`config.mk`:
```
export PLATFORM = sky130hd
export DESIGN_NAME = vector_length_mean_and_std_top
export DESIGN_NICKNAME = d
export VERILOG_FILES = /design/src/design/vlms_pkg.sv /design/src/design/vlms_front.sv /design/src/design/vlms_queue.sv /design/src/design/vlms_isqrt.sv /design/src/design/vlms_back.sv /design/src/design/vector_length_mean_and_std_top.sv
export SDC_FILE = /design/constraint.sdc
export NUM_CORES = 2
export LEC_CHECK = 0
export ABC_CLOCK_PERIOD_IN_PS = 51800
export CORE_ASPECT_RATIO = 0.5
export CORE_MARGIN = 3
export CORE_UTILIZATION = 55
export DETAILED_ROUTE_END_ITERATION = 8
export DONT_BUFFER_PORTS = 1
export PLACE_DENSITY_LB_ADDON = 0.12
export SYNTH_ARGS = -nofsm -noshare
export SYNTH_HDL_FRONTEND = slang
export SYNTH_HIERARCHICAL = 1
export SYNTH_SLANG_ARGS = --single-unit
```
`constraint.sdc`:
```
create_clock -name clk -period 51.8 [get_ports clk]
set_clock_uncertainty 0.05 [all_clocks]
set_input_delay 7.77 -clock clk [delete_from_list [all_inputs] [get_ports clk]]
set_output_delay 7.77 -clock clk [all_outputs]
set_load 0.03 [all_outputs]
```
`src/design/vlms_pkg.sv`:
```
// ----------------------------------------------------------------------------
// vlms_pkg: shared types and constants for the vector length statistics block
// Widths of the accumulators, step counts of the iterative units and the
// queue entry that passes from the front part to the back part.
// ----------------------------------------------------------------------------
package vlms_pkg;

  // Bound on the number of vectors in one field.
  localparam int MaxElements   = 1048576;
  localparam int CompW         = 16;
  localparam int SqW           = 2 * CompW;
  localparam int LenW          = CompW;
  localparam int CountW        = 21;
  localparam int SumW          = 37;
  localparam int SqSumW        = 52;
  localparam int WideW         = 74;
  localparam int RootW         = WideW / 2;
  localparam int StepW         = 6;
  localparam int QueueDepth    = 4;
  localparam int QueuePtrW     = 2;

  // Number of root digits for one vector length and for the final spread.
  localparam logic [StepW-1:0] LenSteps  = StepW'(SqW / 2);
  localparam logic [StepW-1:0] WideSteps = StepW'(RootW);
  localparam logic [StepW-1:0] CountSteps = StepW'(CountW);
  localparam logic [StepW-1:0] SumSteps  = StepW'(SumW);

  localparam logic [CountW-1:0] CountMax = CountW'(MaxElements);

  // One queue entry: sum of squared components and the last flag.
  typedef struct packed {
    logic           last;
    logic [SqW-1:0] sq;
  } vlms_entry_t;

endpackage

```
`src/design/vlms_front.sv`:
```
// ----------------------------------------------------------------------------
// vlms_front: input stage
// Takes one vector item, forms the component magnitudes and the sum of their
// squares, and writes the result into the queue.
// ----------------------------------------------------------------------------
module vlms_front import vlms_pkg::*; (
  input  logic                    push,
  input  logic signed [CompW-1:0] comp_x,
  input  logic signed [CompW-1:0] comp_y,
  input  logic                    last_element,
  input  logic                    q_full,
  output logic                    q_wr,
  output vlms_entry_t             q_wr_data
);

  logic [CompW-1:0] raw_x;
  logic [CompW-1:0] raw_y;
  logic [CompW-1:0] mag_x;
  logic [CompW-1:0] mag_y;
  logic [SqW-1:0]   sq_x;
  logic [SqW-1:0]   sq_y;

  // Magnitudes; the most negative code maps onto its unsigned value.
  assign raw_x = comp_x;
  assign raw_y = comp_y;
  assign mag_x = raw_x[CompW-1] ? CompW'(~raw_x + 1'b1) : raw_x;
  assign mag_y = raw_y[CompW-1] ? CompW'(~raw_y + 1'b1) : raw_y;

  // Squares fit in SqW bits, and so does their sum.
  assign sq_x = {{CompW{1'b0}}, mag_x} * {{CompW{1'b0}}, mag_x};
  assign sq_y = {{CompW{1'b0}}, mag_y} * {{CompW{1'b0}}, mag_y};

  assign q_wr           = push && !q_full;
  assign q_wr_data.sq   = sq_x + sq_y;
  assign q_wr_data.last = last_element;

endmodule

```
`src/design/vlms_queue.sv`:
```
// ----------------------------------------------------------------------------
// vlms_queue: short queue between the front and back parts
// A small register queue; the head entry is shown while it is not empty.
// ----------------------------------------------------------------------------
module vlms_queue import vlms_pkg::*; (
  input  logic        clk,
  input  logic        rst_n,
  input  logic        wr,
  input  vlms_entry_t wr_data,
  input  logic        rd,
  output vlms_entry_t rd_data,
  output logic        full,
  output logic        empty
);

  vlms_entry_t          mem_r [QueueDepth];
  logic [QueuePtrW-1:0] wr_ptr_r;
  logic [QueuePtrW-1:0] rd_ptr_r;
  logic [QueuePtrW:0]   fill_r;

  assign full    = (fill_r == (QueuePtrW+1)'(QueueDepth));
  assign empty   = (fill_r == '0);
  assign rd_data = mem_r[rd_ptr_r];

  // Entry storage.
  always_ff @(posedge clk) begin
    if (wr) begin
      mem_r[wr_ptr_r] <= wr_data;
    end
  end

  // Pointers and fill level.
  always_ff @(posedge clk) begin
    if (!rst_n) begin
      wr_ptr_r <= '0;
      rd_ptr_r <= '0;
      fill_r   <= '0;
    end else begin
      if (wr) begin
        wr_ptr_r <= wr_ptr_r + 1'b1;
      end
      if (rd) begin
        rd_ptr_r <= rd_ptr_r + 1'b1;
      end
      if (wr && !rd) begin
        fill_r <= fill_r + 1'b1;
      end else if (rd && !wr) begin
        fill_r <= fill_r - 1'b1;
      end
    end
  end

endmodule

```
`src/design/vlms_isqrt.sv`:
```
// ----------------------------------------------------------------------------
// vlms_isqrt: iterative integer square root
// Digit by digit, one root bit per cycle, taken from the top of the radicand.
// After k steps the root is the floor square root of the top 2k bits.
// ----------------------------------------------------------------------------
module vlms_isqrt import vlms_pkg::*; (
  input  logic             clk,
  input  logic             rst_n,
  input  logic             start,
  input  logic [WideW-1:0] radicand,
  input  logic [StepW-1:0] steps,
  output logic             done,
  output logic [RootW-1:0] root
);

  logic [WideW-1:0] rad_r;
  logic [RootW+2:0] rem_r;
  logic [RootW-1:0] root_r;
  logic [StepW-1:0] cnt_r;
  logic             busy_r;
  logic             done_r;

  logic [RootW+2:0] rem_sh;
  logic [RootW+2:0] trial;
  logic             fits;

  // One trial subtraction per step.
  assign rem_sh = {rem_r[RootW:0], rad_r[WideW-1 -: 2]};
  assign trial  = {1'b0, root_r, 2'b01};
  assign fits   = (rem_sh >= trial);

  assign done = done_r;
  assign root = root_r;

  always_ff @(posedge clk) begin
    if (!rst_n) begin
      busy_r <= 1'b0;
      done_r <= 1'b0;
      cnt_r  <= '0;
    end else begin
      done_r <= 1'b0;
      if (start) begin
        rad_r  <= radicand;
        rem_r  <= '0;
        root_r <= '0;
        cnt_r  <= steps;
        busy_r <= 1'b1;
      end else if (busy_r) begin
        rad_r  <= rad_r << 2;
        rem_r  <= fits ? (rem_sh - trial) : rem_sh;
        root_r <= {root_r[RootW-2:0], fits};
        cnt_r  <= cnt_r - 1'b1;
        if (cnt_r == StepW'(1)) begin
          busy_r <= 1'b0;
          done_r <= 1'b1;
        end
      end
    end
  end

endmodule

```
`src/design/vlms_back.sv`:
```
// ----------------------------------------------------------------------------
// vlms_back: accumulation and final statistics
// Takes queue entries one at a time, finds each length with the shared root
// unit and accumulates it. After the last item it forms the mean and the
// standard deviation with shift-add multiplies, the root unit and a divider.
// ----------------------------------------------------------------------------
module vlms_back import vlms_pkg::*; (
  input  logic              clk,
  input  logic              rst_n,
  input  logic              q_empty,
  input  vlms_entry_t       q_rd_data,
  output logic              q_rd,
  input  logic              out_take,
  output logic              out_valid,
  output logic [LenW-1:0]   out_mean,
  output logic [LenW-1:0]   out_std,
  output logic [CountW-1:0] out_total,
  output logic              out_ovf
);

  typedef enum logic [3:0] {
    ST_IDLE, ST_LEN, ST_ACC, ST_PREP, ST_MUL_A, ST_MUL_B,
    ST_DIFF, ST_ROOT, ST_DIV_MEAN, ST_DIV_SD, ST_EMIT
  } state_t;

  state_t            state_r;
  logic              last_r;
  logic [LenW-1:0]   len_r;
  logic [SumW-1:0]   s1_r;
  logic [SqSumW-1:0] s2_r;
  logic [CountW-1:0] cnt_r;
  logic              ovf_r;
  logic [WideW-1:0]  mcand_r;
  logic [SumW-1:0]   mplier_r;
  logic [WideW-1:0]  prod_r;
  logic [WideW-1:0]  a_r;
  logic [StepW-1:0]  step_r;
  logic [RootW-1:0]  quot_r;
  logic [CountW:0]   drem_r;
  logic [RootW-1:0]  rootd_r;
  logic [LenW-1:0]   mean_r;
  logic              sq_start_r;
  logic [WideW-1:0]  sq_rad_r;
  logic [StepW-1:0]  sq_steps_r;
  logic              out_valid_r;
  logic [LenW-1:0]   out_mean_r;
  logic [LenW-1:0]   out_std_r;
  logic [CountW-1:0] out_total_r;
  logic              out_ovf_r;

  logic              sq_done;
  logic [RootW-1:0]  sq_root;
  logic [WideW-1:0]  prod_sum;
  logic [CountW+1:0] drem_sh;
  logic              div_fits;
  logic [CountW:0]   drem_nxt;
  logic [RootW-1:0]  quot_nxt;
  logic [SqW-1:0]    len_sq;

  vlms_isqrt u_isqrt (
    .clk      (clk),
    .rst_n    (rst_n),
    .start    (sq_start_r),
    .radicand (sq_rad_r),
    .steps    (sq_steps_r),
    .done     (sq_done),
    .root     (sq_root)
  );

  // Shift-add multiply step.
  assign prod_sum = mplier_r[0] ? (prod_r + mcand_r) : prod_r;

  // Restoring divide step by the element count.
  assign drem_sh  = {drem_r, quot_r[RootW-1]};
  assign div_fits = (drem_sh >= {2'b00, cnt_r});
  assign drem_nxt = div_fits ? (CountW+1)'(drem_sh - {2'b00, cnt_r})
                             : drem_sh[CountW:0];
  assign quot_nxt = {quot_r[RootW-2:0], div_fits};

  assign len_sq = {{LenW{1'b0}}, len_r} * {{LenW{1'b0}}, len_r};

  assign q_rd      = (state_r == ST_IDLE) && !q_empty;
  assign out_valid = out_valid_r;
  assign out_mean  = out_mean_r;
  assign out_std   = out_std_r;
  assign out_total = out_total_r;
  assign out_ovf   = out_ovf_r;

  // Sequencer with its datapath and the result register.
  always_ff @(posedge clk) begin
    if (!rst_n) begin
      state_r     <= ST_IDLE;
      s1_r        <= '0;
      s2_r        <= '0;
      cnt_r       <= '0;
      ovf_r       <= 1'b0;
      sq_start_r  <= 1'b0;
      out_valid_r <= 1'b0;
    end else begin
      sq_start_r <= 1'b0;
      // The emit state handles a take of the waiting result itself.
      if (out_take && (state_r != ST_EMIT)) begin
        out_valid_r <= 1'b0;
      end
      case (state_r)
        ST_IDLE: begin
          if (!q_empty) begin
            last_r <= q_rd_data.last;
            if (cnt_r >= CountMax) begin
              ovf_r   <= 1'b1;
              state_r <= q_rd_data.last ? ST_PREP : ST_IDLE;
            end else begin
              sq_start_r <= 1'b1;
              sq_rad_r   <= {q_rd_data.sq, {(WideW-SqW){1'b0}}};
              sq_steps_r <= LenSteps;
              state_r    <= ST_LEN;
            end
          end
        end
        ST_LEN: begin
          if (sq_done) begin
            len_r   <= sq_root[LenW-1:0];
            s1_r    <= s1_r + SumW'(sq_root[LenW-1:0]);
            state_r <= ST_ACC;
          end
        end
        ST_ACC: begin
          s2_r    <= s2_r + SqSumW'(len_sq);
          cnt_r   <= cnt_r + 1'b1;
          state_r <= last_r ? ST_PREP : ST_IDLE;
        end
        ST_PREP: begin
          mcand_r  <= WideW'(s2_r);
          mplier_r <= SumW'(cnt_r);
          prod_r   <= '0;
          step_r   <= CountSteps;
          state_r  <= ST_MUL_A;
        end
        ST_MUL_A: begin
          mcand_r  <= mcand_r << 1;
          mplier_r <= mplier_r >> 1;
          step_r   <= step_r - 1'b1;
          prod_r   <= prod_sum;
          if (step_r == StepW'(1)) begin
            a_r      <= prod_sum;
            mcand_r  <= WideW'(s1_r);
            mplier_r <= s1_r;
            prod_r   <= '0;
            step_r   <= SumSteps;
            state_r  <= ST_MUL_B;
          end
        end
        ST_MUL_B: begin
          mcand_r  <= mcand_r << 1;
          mplier_r <= mplier_r >> 1;
          step_r   <= step_r - 1'b1;
          prod_r   <= prod_sum;
          if (step_r == StepW'(1)) begin
            state_r <= ST_DIFF;
          end
        end
        ST_DIFF: begin
          sq_start_r <= 1'b1;
          sq_rad_r   <= (a_r >= prod_r) ? (a_r - prod_r) : '0;
          sq_steps_r <= WideSteps;
          state_r    <= ST_ROOT;
        end
        ST_ROOT: begin
          if (sq_done) begin
            rootd_r <= sq_root;
            quot_r  <= RootW'(s1_r);
            drem_r  <= '0;
            step_r  <= WideSteps;
            state_r <= ST_DIV_MEAN;
          end
        end
        ST_DIV_MEAN: begin
          quot_r <= quot_nxt;
          drem_r <= drem_nxt;
          step_r <= step_r - 1'b1;
          if (step_r == StepW'(1)) begin
            mean_r  <= quot_nxt[LenW-1:0];
            quot_r  <= rootd_r;
            drem_r  <= '0;
            step_r  <= WideSteps;
            state_r <= ST_DIV_SD;
          end
        end
        ST_DIV_SD: begin
          quot_r <= quot_nxt;
          drem_r <= drem_nxt;
          step_r <= step_r - 1'b1;
          if (step_r == StepW'(1)) begin
            state_r <= ST_EMIT;
          end
        end
        ST_EMIT: begin
          if (!out_valid_r || out_take) begin
            out_valid_r <= 1'b1;
            out_mean_r  <= mean_r;
            out_std_r   <= quot_r[LenW-1:0];
            out_total_r <= cnt_r;
            out_ovf_r   <= ovf_r;
            s1_r        <= '0;
            s2_r        <= '0;
            cnt_r       <= '0;
            ovf_r       <= 1'b0;
            state_r     <= ST_IDLE;
          end
        end
        default: begin
          state_r <= ST_IDLE;
        end
      endcase
    end
  end

endmodule

```
`src/design/vector_length_mean_and_std_top.sv`:
```
// Per item: the back part works on one item at a time, its pace set by the 16-step
// root unit that finds each length; the four-entry queue lets the front take items meanwhile.
// The front goes on taking items while the back part is busy, until the queue is full.
// With the back part idle, the result for a field follows its last item through
// the shift-add multiplies, the 37-step root and the two 37-step divides.
// Reset (synchronous, rst_n low) empties the queue and clears all sums.
// ----------------------------------------------------------------------------
// vector_length_mean_and_std_top: mean and spread of vector lengths
// Front part, queue and back part joined; results leave through a one-entry
// output register.
// ----------------------------------------------------------------------------
module vector_length_mean_and_std_top import vlms_pkg::*; (
  input  logic                    clk,
  input  logic                    rst_n,
  input  logic                    push,
  output logic                    full,
  input  logic signed [CompW-1:0] in_comp_x,
  input  logic signed [CompW-1:0] in_comp_y,
  input  logic                    in_last_element,
  output logic                    empty,
  input  logic                    pop,
  output logic [LenW-1:0]         out_mean_length,
  output logic [LenW-1:0]         out_std_length,
  output logic [CountW-1:0]       out_element_total,
  output logic                    out_overflow_flag
);

  vlms_entry_t wr_data;
  vlms_entry_t rd_data;
  logic        q_wr;
  logic        q_rd;
  logic        q_full;
  logic        q_empty;
  logic        out_valid;

  assign full  = q_full;
  assign empty = !out_valid;

  vlms_front u_front (
    .push         (push),
    .comp_x       (in_comp_x),
    .comp_y       (in_comp_y),
    .last_element (in_last_element),
    .q_full       (q_full),
    .q_wr         (q_wr),
    .q_wr_data    (wr_data)
  );

  vlms_queue u_queue (
    .clk     (clk),
    .rst_n   (rst_n),
    .wr      (q_wr),
    .wr_data (wr_data),
    .rd      (q_rd),
    .rd_data (rd_data),
    .full    (q_full),
    .empty   (q_empty)
  );

  vlms_back u_back (
    .clk       (clk),
    .rst_n     (rst_n),
    .q_empty   (q_empty),
    .q_rd_data (rd_data),
    .q_rd      (q_rd),
    .out_take  (pop && out_valid),
    .out_valid (out_valid),
    .out_mean  (out_mean_length),
    .out_std   (out_std_length),
    .out_total (out_element_total),
    .out_ovf   (out_overflow_flag)
  );

endmodule

```
==> reports/results.ini <==
[detailed_routing]
vias_per_cell = 5.82
vias = 52700
finalWirelength_um = 193000
routedWlPerCell_um = 21.3
drc = 0
initialDrtViolationCount = 3681
drt_first_pass_iters = 6
postRouteAntennaNets = 0

[cells_and_area]
fin_util_pct = 59.6
final_nets = 8340
fillers = 11200
area_growth_pct = 6.83
layout-drive-gt1-share_pct = 6.00
stdcell_count = 9045

[sta]
final-max-slew-violation-count = 0
hold_violations = 0
max_slew.worst_pin.slew_ns = 1.18
finalSetupTns_ns = 0
setup_viol = 0
maxSlewHeadroom_pct = 21.3
finalCriticalPeriod_ns = 16.37
fmax_mhz = 61.1
rsz0062_at_grt = no
finalCritPeriodShare_pct = 31.6

[clock_tree]
clock_latency_ns = 0.70
clkTransAtPathRegs_ns = 0.06
cts_buffers = 92
root_buffer = clkbuf_16
clkSinkCount = 939
clockBufferDepth = 3
cts_tree = built
ctsHtreeMaxLevel = 3
post_cts_buffers = 0
cts_hold_buf = 0
cts.repair.resized = 0

[global_routing]
grt_pass1_wl_um = 303000
grt_remaining_overflow = 0
grt_pass1_vias = 54000
grt_usage_pct = 27.8
antenna_found_initial = 6
grt_max_degree = 125

[critical_path]
crit_path_end = u_queue/mem_r[3][30]$_DFFE_PP_
cpPeakStageDelay_ns = 0.80
cp.arrival_ns = 16.80
endpoint_kind = flip-flop
crit_top_cell = fa_1
r2r_slack_ns = 43.56
critPathLaunch = in_comp_x[0]
cp-start-kind = primary input
path_max_fanout = 12
crit_cells = 29
r2r_start = u_back/len_r[3]$_DFFE_PP_
critPathRequiredTime_ns = 52.23
regToRegEndpoint = u_back/s2_r[51]$_SDFFE_PN0P_
r2r_cells = 22
crit_family = adder cells
critPathSlowestCell = xnor2_1
path_buf_inv = 8
critPathKind = in2reg

[synth]
ys_types = 116
synth_flop_cell = edfxtp_1
ys_ff_latch = 939
synthArstFlopShare_pct = 0
syn_inst = 7297
yosysSeqAreaShare_pct = 36.4
yosys_warnings = 6
synth_edf_count = 805
synth_area_per_cell_um2 = 10.1
synth_area_um2 = 73800

[floorplan]
row_count = 94
ios = 93
fp.dieW_um = 524
coreArea_um2 = 132000
dieHeight_um = 265
start_util_pct = 55.8
die_area_um2 = 139000

[placed_design]
dp_cells = 8870
gp_congestion = 0.966
portBuffers = 0
post-dp-hpwl_um = 150000

[worst_hold_path]
worstHoldStart = u_back/mean_r[6]$_DFFE_PP_
hp-class = reg2reg

[outcome]
status = complete, no violations

[run]
maxCapViolCount = 0

[synth_stat cells (all sizes together), types with 60 or more instances]
master | instances | area (µm²)
nor3 | 75 | 380
and2 | 162 | 1010
o21bai | 60 | 450
mux2 | 86 | 968
nand4 | 81 | 507
and3 | 69 | 432
clkbuf | 238 | 896
ha | 532 | 6660
o21ai | 266 | 1350
dfxtp | 134 | 2680
a31oi | 83 | 526
xor2 | 118 | 1050
nor2 | 528 | 1980
inv | 1080 | 4050
a21o | 157 | 1180
fa | 583 | 11700
a211oi | 86 | 706
nand2 | 736 | 2770
nand3 | 96 | 480
nor2b | 60 | 375
a21oi | 413 | 2070
xnor2 | 217 | 1920
edfxtp | 805 | 24200
[metal layers]
| metal | up-vias | routed length, µm | GRT usage [%] |
|---|---|---|---|
| met5 | - | 13 | 0 |
| met4 | 2 | 6520 | 8.89 |
| met3 | 337 | 10300 | 4.09 |
| met2 | 1422 | 93400 | 47.3 |
| met1 | 26300 | 82500 | 36.8 |
| li1 | 24600 | - | - |
[cell type report]
type	instances	area (µm²)	area share, %
inverters	1090	4090	5.19
repair buffers	59	455	0.577
multi-input cells	5006	41900	53.1
clock buffers	110	2430	3.08
well taps	1776	2220	2.82
flip-flops and latches	939	26900	34.1
diodes	2	5.00	0.00635
clock inverters	63	947	1.20
[flip-flops by register name, indices dropped and copies added, names as in the netlist, 38 cells and up, named ones only]
register	count
u_back/a_r	74
u_back/mcand_r	74
u_back/prod_r	74
u_back/s2_r	52
u_back/sq_rad_r	74
u_back/u_isqrt/rad_r	74
u_back/u_isqrt/rem_r	38
u_queue/mem_r	132
[kinds of logic (layout without fill, tap and decap cells)]
logic type / Yosys count / in the layout / synth area share [%]
XOR/XNOR: 335 / 335 / 4.02
flip-flops: 939 / 939 / 36.4
other: 3 / 28 / 0.0153
buffers and inverters: 1375 / 1322 / 7.17
adder cells (fa/ha/maj): 1115 / 1115 / 24.8
multiplexers: 168 / 168 / 3.00
AO/OA/AOI/OAI: 1382 / 1382 / 12.1
AND/OR/NAND/NOR: 1980 / 1980 / 12.5
[metrics by stage]
step | setup WS [ns] | hold slack (ns) | instance area, µm²
after floorplan | 29.13 | 0.350 | 73900
after global placement | 34.99 | 0.353 | 75500
after detailed placement | 34.53 | 0.355 | 75500
after CTS | 35.31 | 0.368 | 78900
after global routing | 34.95 | 0.374 | 78900
final | 35.43 | 0.370 | 78900
[placed cells by master, fill, tap and decap left out, types with 30 or more instances in the layout]
cell	count
nor3_1	72
xnor2_1	216
dfxtp_1	132
inv_1	1074
nand2b_1	34
o21bai_1	60
a31oi_1	82
o31ai_1	54
and3_1	66
mux2i_1	49
and2_1	161
fa_1	583
nand4_1	81
a21oi_1	411
nor2_1	523
clkbuf_16	93
ha_1	532
edfxtp_1	805
a21o_1	157
nor2b_1	60
nand3_1	96
o21a_1	41
a211oi_1	73
nand2_1	731
xor2_1	116
mux2_2	85
o21ai_0	254
buf_4	58
mux4_2	30
[worst min-delay path by stage]
stage / end / slack [ns] / cells past startpoint
2_1_floorplan: u_back/out_mean[0]$_DFFE_PP_ / 0.35 / 0
3_3_place_gp: u_back/out_mean[14]$_DFFE_PP_ / 0.35 / 0
4_1_cts: u_back/out_mean[14]$_DFFE_PP_ / 0.37 / 0
6_report: u_back/out_mean[6]$_DFFE_PP_ / 0.37 / 0
5_1_grt: u_back/out_mean[7]$_DFFE_PP_ / 0.37 / 0
3_5_place_dp: u_back/out_mean[4]$_DFFE_PP_ / 0.35 / 0
Power is left out: the tool's default activity adds up to more than one toggle a clock period on the data nets, which glitch-free logic cannot reach.
